--- src/design/jcpr_pkg.sv ---
// ----------------------------------------------------------------------------
// jcpr_pkg
// Shared types, command codes and port constants for the joypad command
// packet receiver.
// ----------------------------------------------------------------------------
package jcpr_pkg;

  localparam int PACKET_BYTES_DEF = 16;
  localparam int STORE_DEPTH      = 16;

  localparam logic [1:0] CMD_PORT_WRITE = 2'd0;
  localparam logic [1:0] CMD_READ_BYTE  = 2'd1;
  localparam logic [1:0] CMD_READ_FLAG  = 2'd2;
  localparam logic [1:0] CMD_UNUSED     = 2'd3;

  localparam logic [7:0] PORT_PULSE = 8'h00;
  localparam logic [7:0] PORT_ONE   = 8'h10;
  localparam logic [7:0] PORT_ZERO  = 8'h20;
  localparam logic [7:0] PORT_HIGH  = 8'h30;

  typedef struct packed {
    logic [1:0] cmd;
    logic [7:0] port_value;
    logic [3:0] byte_index;
  } item_t;

  typedef struct packed {
    logic [7:0] read_data;
    logic       packet_ready;
    logic [1:0] player_index;
  } result_t;

  typedef struct packed {
    logic       ready_flag;
    logic [1:0] player_mode;
  } status_t;

  // Wrap mask for the selected player: one, two or four players.
  function automatic logic [1:0] player_mask(input logic [1:0] mode);
    logic [1:0] m;
    unique case (mode)
      2'd0:    m = 2'b00;
      2'd1:    m = 2'b01;
      default: m = 2'b11;
    endcase
    return m;
  endfunction

endpackage

--- src/design/jcpr_core.sv ---
// ----------------------------------------------------------------------------
// jcpr_core
// Receiver state, packet store and the per-beat update logic.
// ----------------------------------------------------------------------------
module jcpr_core #(
  parameter int PACKET_BYTES = jcpr_pkg::PACKET_BYTES_DEF
) (
  input  logic              clk,
  input  logic              rst_n,
  input  logic              step_en,
  input  jcpr_pkg::item_t   item,
  input  logic              cfg_we,
  input  logic [1:0]        cfg_mode,
  output jcpr_pkg::result_t result,
  output jcpr_pkg::status_t status
);
  import jcpr_pkg::*;

  localparam logic [4:0] PB = 5'(PACKET_BYTES);

  logic [7:0] last_port_r, last_port_nxt;
  logic       wait_high_r, wait_high_nxt;
  logic       listening_r, listening_nxt;
  logic       ready_r, ready_nxt;
  logic [4:0] byte_cnt_r, byte_cnt_nxt;
  logic [2:0] bit_cnt_r, bit_cnt_nxt;
  logic [1:0] player_r, player_nxt;
  logic [1:0] mode_r, mode_nxt;
  logic [7:0] store_r [STORE_DEPTH];

  logic       wr_en;
  logic       wr_bit;
  logic [7:0] rd_data;
  logic       adv;

  always_comb begin
    last_port_nxt = last_port_r;
    wait_high_nxt = wait_high_r;
    listening_nxt = listening_r;
    ready_nxt     = ready_r;
    byte_cnt_nxt  = byte_cnt_r;
    bit_cnt_nxt   = bit_cnt_r;
    player_nxt    = player_r;
    mode_nxt      = mode_r;
    wr_en         = 1'b0;
    wr_bit        = 1'b0;
    rd_data       = 8'd0;
    adv           = 1'b0;
    if (step_en) begin
      unique case (item.cmd)
        CMD_PORT_WRITE: begin
          if (item.port_value != last_port_r) begin
            last_port_nxt = item.port_value;
            if (item.port_value == PORT_PULSE) begin
              wait_high_nxt = 1'b1;
              byte_cnt_nxt  = 5'd0;
              bit_cnt_nxt   = 3'd0;
            end else if (wait_high_r) begin
              if (item.port_value == PORT_ONE || item.port_value == PORT_ZERO) begin
                wait_high_nxt = 1'b0;
                listening_nxt = 1'b0;
              end else if (item.port_value == PORT_HIGH) begin
                wait_high_nxt = 1'b0;
                listening_nxt = 1'b1;
              end
            end else if (listening_r) begin
              if (item.port_value == PORT_ZERO) begin
                if (byte_cnt_r >= PB && bit_cnt_r == 3'd0) begin
                  ready_nxt     = 1'b1;
                  listening_nxt = 1'b0;
                end else if (byte_cnt_r < PB) begin
                  wr_en  = 1'b1;
                  wr_bit = 1'b0;
                end
                adv = 1'b1;
              end else if (item.port_value == PORT_ONE) begin
                if (byte_cnt_r >= PB) begin
                  listening_nxt = 1'b0;
                end else begin
                  wr_en  = 1'b1;
                  wr_bit = 1'b1;
                  adv    = 1'b1;
                end
              end
              wait_high_nxt = listening_nxt;
            end else if (!last_port_r[5] && item.port_value[5]) begin
              player_nxt = (player_r + 2'd1) & player_mask(mode_r);
            end
          end
        end
        CMD_READ_BYTE: begin
          ready_nxt = 1'b0;
          rd_data   = store_r[item.byte_index];
        end
        CMD_READ_FLAG: begin
          rd_data = {7'd0, ready_r};
        end
        CMD_UNUSED: begin
          rd_data = 8'd0;
        end
        default: rd_data = 8'd0;
      endcase
      if (adv) begin
        bit_cnt_nxt = bit_cnt_r + 3'd1;
        if (bit_cnt_r == 3'd7) begin
          byte_cnt_nxt = byte_cnt_r + 5'd1;
        end
      end
    end
    if (cfg_we) begin
      mode_nxt   = cfg_mode;
      player_nxt = player_nxt & player_mask(cfg_mode);
    end
  end

  always_ff @(posedge clk) begin
    if (!rst_n) begin
      last_port_r <= 8'd0;
      wait_high_r <= 1'b1;
      listening_r <= 1'b0;
      ready_r     <= 1'b0;
      byte_cnt_r  <= 5'd0;
      bit_cnt_r   <= 3'd0;
      player_r    <= 2'd0;
      mode_r      <= 2'd0;
      for (int i = 0; i < STORE_DEPTH; i++) begin
        store_r[i] <= 8'd0;
      end
    end else begin
      last_port_r <= last_port_nxt;
      wait_high_r <= wait_high_nxt;
      listening_r <= listening_nxt;
      ready_r     <= ready_nxt;
      byte_cnt_r  <= byte_cnt_nxt;
      bit_cnt_r   <= bit_cnt_nxt;
      player_r    <= player_nxt;
      mode_r      <= mode_nxt;
      if (wr_en) begin
        store_r[byte_cnt_r[3:0]][bit_cnt_r] <= wr_bit;
      end
    end
  end

  assign result.read_data    = rd_data;
  assign result.packet_ready = ready_nxt;
  assign result.player_index = player_nxt;
  assign status.ready_flag   = ready_r;
  assign status.player_mode  = mode_r;

endmodule

--- src/design/joypad_command_packet_receiver.sv ---
// ----------------------------------------------------------------------------
// joypad_command_packet_receiver
// Stream-attached receiver for joypad-pulse command packets.
// ----------------------------------------------------------------------------
// Each input beat is a port write, a packet byte read, a ready flag read or an
// unused command and gives exactly one result beat. A beat is held in an input
// register, updates the receiver state and lands in an output register, so one
// beat per cycle is sustained while out_tready stays high and out_tvalid rises
// once the beat has passed both registers; the state update sets that rate.
// Write player_mode only while no beat is in flight.
module joypad_command_packet_receiver #(
  parameter int PACKET_BYTES = jcpr_pkg::PACKET_BYTES_DEF
) (
  input  logic        clk,
  input  logic        rst_n,
  input  logic        in_tvalid,
  output logic        in_tready,
  input  logic [15:0] in_tdata,   // port_value[7:0], byte_index[11:8], zero pad
  input  logic [1:0]  in_tuser,   // cmd[1:0]
  output logic        out_tvalid,
  input  logic        out_tready,
  output logic [15:0] out_tdata,  // read_data[7:0], packet_ready[8],
                                  // player_index[10:9], zero pad
  input  logic        cfg_valid,
  output logic        cfg_ready,
  input  logic [1:0]  cfg_data    // player_mode
);
  import jcpr_pkg::*;

  logic    in_valid_r;
  item_t   item_r;
  logic    out_valid_r;
  result_t res_r;
  result_t res;
  status_t status;
  logic    step;
  logic    cfg_we;

  assign step      = in_valid_r && (!out_valid_r || out_tready);
  assign in_tready = !in_valid_r || step;
  assign cfg_ready = 1'b1;
  assign cfg_we    = cfg_valid && cfg_ready;

  always_ff @(posedge clk) begin
    if (!rst_n) begin
      in_valid_r  <= 1'b0;
      out_valid_r <= 1'b0;
    end else begin
      if (in_tready) begin
        in_valid_r <= in_tvalid;
      end
      if (step) begin
        out_valid_r <= 1'b1;
      end else if (out_tready) begin
        out_valid_r <= 1'b0;
      end
    end
  end

  always_ff @(posedge clk) begin
    if (in_tvalid && in_tready) begin
      item_r.cmd        <= in_tuser;
      item_r.port_value <= in_tdata[7:0];
      item_r.byte_index <= in_tdata[11:8];
    end
    if (step) begin
      res_r <= res;
    end
  end

  jcpr_core #(
    .PACKET_BYTES(PACKET_BYTES)
  ) u_core (
    .clk      (clk),
    .rst_n    (rst_n),
    .step_en  (step),
    .item     (item_r),
    .cfg_we   (cfg_we),
    .cfg_mode (cfg_data),
    .result   (res),
    .status   (status)
  );

  assign out_tvalid = out_valid_r;
  assign out_tdata  = {5'd0, res_r.player_index, res_r.packet_ready, res_r.read_data};

  a_advance: assert property (@(posedge clk) disable iff (!rst_n)
    in_valid_r && !out_valid_r |=> out_valid_r)
    else $error("held beat did not advance to the output register");

  a_read_clears: assert property (@(posedge clk) disable iff (!rst_n)
    step && item_r.cmd == CMD_READ_BYTE |=> !status.ready_flag)
    else $error("packet byte read left the ready flag set");

  a_player_wrap: assert property (@(posedge clk) disable iff (!rst_n)
    step |-> (res.player_index & ~player_mask(status.player_mode)) == 2'b00)
    else $error("selected player beyond player count");

endmodule
--- config.mk ---
export PLATFORM = sky130hd
export DESIGN_NAME = joypad_command_packet_receiver
export DESIGN_NICKNAME = d
export VERILOG_FILES = /design/src/design/jcpr_pkg.sv /design/src/design/jcpr_core.sv /design/src/design/joypad_command_packet_receiver.sv
export SDC_FILE = /design/constraint.sdc
export NUM_CORES = 1
export LEC_CHECK = 0
export ABC_AREA = 1
export BUFFER_PORTS_ARGS = -buffer_cell sky130_fd_sc_hd__buf_2
export CORE_UTILIZATION = 60
export CTS_CLUSTER_DIAMETER = 30
export DETAILED_ROUTE_END_ITERATION = 8
export GPL_TIMING_DRIVEN = 1
export PLACE_DENSITY = 0.78
export SYNTH_ARGS = -nofsm -noshare
export SYNTH_HDL_FRONTEND = slang
export SYNTH_SLANG_ARGS = --single-unit
--- constraint.sdc ---
create_clock -name clk -period 2.9 [get_ports clk]
set_clock_uncertainty 0.05 [all_clocks]
set_input_delay 0.58 -clock clk [delete_from_list [all_inputs] [get_ports clk]]
set_output_delay 0.58 -clock clk [all_outputs]
set_load 0.01 [all_outputs]
# After elaboration in Yosys (flattened, before gate mapping)
# Memories as Yosys holds them, arrays and structs flattened. A register that Yosys moved wholly into a read port is not among the register bits.
# Index checks and enable logic that the tools add are counted.
[totals]
memories = 1
output_inout_bits = 19
input_bits = 25
register_bits = 50
ram_bits = 128
word_cells = 145
[mem_list]
columns = ["memory", "depth", "width", "read_ports", "rd_ports_with_merged_regs", "write_ports", "line_no", "rtl"]
rows = [
  ["u_core.store_r", 16, 8, 1, 1, 16, "jcpr_core.sv:29", "logic [7:0] store_r [STORE_DEPTH];"],
]
[op_classes]
n_lt_le_gt_ge = 4
n_eq_ne = 10
muxes = 84
addsub = 3
bitwise = 3
reduce_logical = 24
[ops]
columns = ["operator", "n"]
rows = [
  ["$mux 1", 49],
  ["$mux 2", 16],
  ["$mux 5", 5],
  ["$mux 8", 3],
  ["$eq 8x6->1 const B", 2],
  ["$pmux 8 s2", 1],
  ["$mux 3", 4],
  ["$eq 8x5->1 const B", 1],
  ["$logic_not 8->1", 1],
  ["$mux 4", 2],
  ["$ne 8x8->1", 1],
  ["$pmux 2 s2", 2],
  ["$reduce_bool 2->1", 4],
  ["$reduce_or 8->1", 1],
  ["$eq 2x1->1 const B", 3],
  ["$logic_not 2->1", 3],
  ["$add 5x1->5 const B", 1],
  ["$ge 5x5->1 const B", 1],
  ["$logic_and 1x1->1", 5],
  ["$lt 5x5->1 const B", 1],
  ["$reduce_and 5->1", 1],
  ["$and 2x2->2", 2],
  ["$lt 3x4->1 const B", 1],
  ["$reduce_and 4->1", 1],
  ["13 further kinds", 17],
]

# Longest topological paths before layout
[logic_depth]
ltp_word = 19
mapped_depth = 15
ltp_nobuf = 14

# Hierarchy
# Synthesis repeated with hierarchy kept, for this count alone.
[hier_totals]
hier_cells = 1135
hier_area_um2 = 9728.1
[modules_own_cells]
columns = ["module", "seq_area_each_um2", "instances", "area_each_um2", "cells_each"]
rows = [
  ["jcpr_core", 4304.1, 1, 8829.7, 1089],
  ["joypad_command_packet_receiver", 790.8, 1, 898.4, 46],
]

# Worst setup path before layout
# Ideal clock, no wire load.
[synth_timing]
path_kind = "register to register"
startpoint = "register item_r[9] (netlist name)"
endpoint = "memory u_core.store_r[12][2] (data pin)"
setup_slack_ns = 0.629
t_required_ns = 2.581
setup_time_ns = 0.269
synth_period_minus_slack_ns = 2.271
path_buffers = 3
arrival_ns = 1.952
path_stages_with_launch = 13
path_cell_list = "edfxtp_1 ha_1 a21boi_0 nand2_1 nor2_1 nand2_1 nand2_1 buf_2 inv_1 nand2_1 buf_2 buf_2 nor3_1"
[synth_rtl]
columns = ["element", "line_no", "rtl"]
rows = [
  ["start: declaration", "joypad_command_packet_receiver.sv:31", "item_t item_r;"],
  ["end: declaration", "jcpr_core.sv:29", ""],
]

==> flow_summary.toml <==
[setup_path]
path_class = "flip-flop to flip-flop"
endpoint_kind = "flip-flop"
crit_required_ns = 2.96
worstRegToRegCells = 10
start_kind = "flip-flop"
worstPathArrival_ns = 2.61
r2r-start = "item_r[9]$_DFFE_PP_"
worstSetupStartpoint = "item_r[9]$_DFFE_PP_"
crit_fanout = 32

[clock_tree]
cts-buffers-inserted = 17
cts_hold_buf = 0
htreeDepth = 4
clock_sinks = 182
clockBufferDepth = 2
clk_latency_ns = 0.43
postCtsSetupBuffers = 0
path_clk_slew_ns = 0.07
tritoncts = "done"
post_cts_resized = 0
cts_root_buffer = "clkbuf_16"

[hold_path]
hp-class = "input port to flip-flop"
hold_depth = 1
holdCritStartpoint = "in_tdata[6]"

[sta]
maxSlewViolCount = 0
slew_headroom = 0.542
tns_ns = 0
setup_viol = 0
fmax_ghz = 0.393
rsz0062_at_grt = "false"
finalHoldViolCount = 0
post-route-period-util = 0.877
timing.final.ws_setup_ns = 0.357
timing.hold.ws_ns = 0.269
min_period_ns = 2.54
tightest_slew_ns = 0.686

[detailed_routing]
wl_per_cell_um = 17.9
ant_nets = 0
drt_iter0_markers = 1046
viasPerCell = 6.29
vias = 7501
drc = 0
routed_wl_um = 21400
first_pass_iters = 5

[die]
core_area_mm2 = 0.0148
die_area_mm2 = 0.0158
initial_utilization = 0.623
ios = 44
die_y_um = 126
row_count = 44
dieWidth_um = 126

[global_route]
grt_first_pass_wirelength_um = 34400
grt_overflow = 0
grt_max_degree = 144
grt_pass1_vias = 6779
antenna_found_initial = 1
grt_util_all_layers = 0.282

[placement]
hpwl_um = 12800
place_ws_ns = 0.381
io_buffers = 33
gp_congestion = 0.821

[finish]
nets = 1032
syn2layout_area_growth_pct = 8.33
drive_above_1_share = 0.0912
final_util = 0.675
diodes = 0

[power_and_ir_drop]
ir_worst_vdd_uv = 451
p_int_uw = 4340
combPwrFrac = 0.081
p_seq_frac = 0.529
p_clk_frac = 0.390
powerDensity_mw_per_mm2 = 567
p_sw_frac = 0.232
switchingPower_uw = 1310
power.leakage_uw = 0.00337

[synthesis]
synth.most_common_cell = "o21ai_0"
synth_commonest_cells = "o21ai_0 (207), edfxtp_1 (153), nor3_1 (130)"
synthFlopType = "edfxtp_1"
synth_top_area_frac = 0.500
yosysWarnings = 0
async_flop_share = 0
synth_area_leader_cell = "edfxtp_1"
synth_enable_flop_cells = 153
synth_area_leaders = "edfxtp_1 (50%), o21ai_0 (11%), nor3_1 (7.1%), dfxtp_1 (6.3%), nor2_1 (4.4%)"
netlist_area_mm2 = 0.00919
ys_types = 30
ys_seq_elements = 182
syn_inst = 1016
synth_area_per_cell_um2 = 9.05
ys_seq_area_frac = 0.563

[run]
maxCapViolCount = 0

[outcome]
outcome = "completed"
==> logic make-up after synthesis <==
kind of cell | count (synthesis) | synth area share
AO/OA/AOI/OAI | 287 | 0.171
AND/OR/NAND/NOR | 374 | 0.178
flip-flops | 182 | 0.563
XOR/XNOR | 2 | 0.00191
other | 2 | 0.000817
buffers and inverters | 158 | 0.0712
adder cells (fa/ha/maj) | 11 | 0.0150
==> worst paths after layout <==
path / end / slack, ns
worst max-delay path: u_core.store_r[4][4]$_SDFFCE_PN0P_ / 0.36
worst min-delay path: item_r[10]$_DFFE_PP_ / 0.27
worst max register to register: u_core.store_r[4][4]$_SDFFCE_PN0P_ / 0.36
worst min register to register: flip-flop / 0.39
==> routing by layer <==
metal / vias up / wire length, um / part of all wire / track usage
met5: - / 13 / 0.00061 / 0
met3: 47 / 1800 / 0.084 / 0.0603
met4: 2 / 469 / 0.022 / 0.101
met1: 3561 / 9050 / 0.42 / 0.389
li1: 3558 / - / - / -
met2: 333 / 10100 / 0.47 / 0.446
==> critical path, stage by stage (launching register included) <==
cell      delay (ns)
edfxtp_1        0.43
ha_1            0.36
a21boi_0        0.13
nand2_1         0.07
nor2_1          0.04
nand2_1         0.08
nand2_1         0.14
nor3_4          0.28
nand3_1         0.11
buf_4           0.26
o21ai_0         0.26
==> through the flow <==
step                      total power, uW  instance area (um2)  std cells
after floorplan                      3340                 9210       1020
after global placement               3470                 9400       1161
after detailed placement             3490                 9400       1161
after CTS                            5640                 9960       1193
after global routing                 5820                 9960       1193
final                                5650                 9960       1193
==> cell usage in the layout, fill, tap and decap left out, types with 11 or more instances in the layout <==
cell / n
a21oi_1: 29
edfxtp_1: 153
o21ai_0: 207
nor3_1: 130
o221ai_1: 18
nand2_1: 96
nor2_1: 108
nand3_1: 34
o211ai_1: 13
ha_1: 11
o22ai_1: 13
inv_1: 54
buf_2: 32
buf_4: 24
dfxtp_1: 28
clkbuf_16: 17
==> flip-flops by register name, summed over array words and instances, names as in the netlist, named ones only <==
| signal | count |
|---|---|
| u_core.mode_r | 2 |
| u_core.listening_r | 1 |
| u_core.last_port_r | 8 |
| u_core.bit_cnt_r | 3 |
| u_core.byte_cnt_r | 5 |
| item_r | 14 |
| u_core.wait_high_r | 1 |
| out_tvalid | 1 |
| u_core.player_r | 2 |
| u_core.ready_r | 1 |
| in_valid_r | 1 |
| u_core.store_r | 128 |
| out_tdata | 11 |
==> power groups by stage <==
stage / registers, uW / logic, uW / clock network (uW)
floorplan: 3040 / 298 / 0
global placement: 3040 / 430 / 0
detailed placement: 3050 / 446 / 0
CTS: 2990 / 449 / 2200
global route: 3000 / 505 / 2320
finish: 2990 / 455 / 2200
==> cell type report <==
class / count / area, um2
Timing Repair Buffer: 59 / 400
Fill cell: 1153 / 4800
Clock inverter: 9 / 77.6
Inverter: 56 / 210
Clock buffer: 23 / 478
Multi-Input combinational cell: 680 / 3380
Tap cell: 184 / 230
Sequential cell: 182 / 5180
No activity file was read; power rests on OpenSTA's default activity.
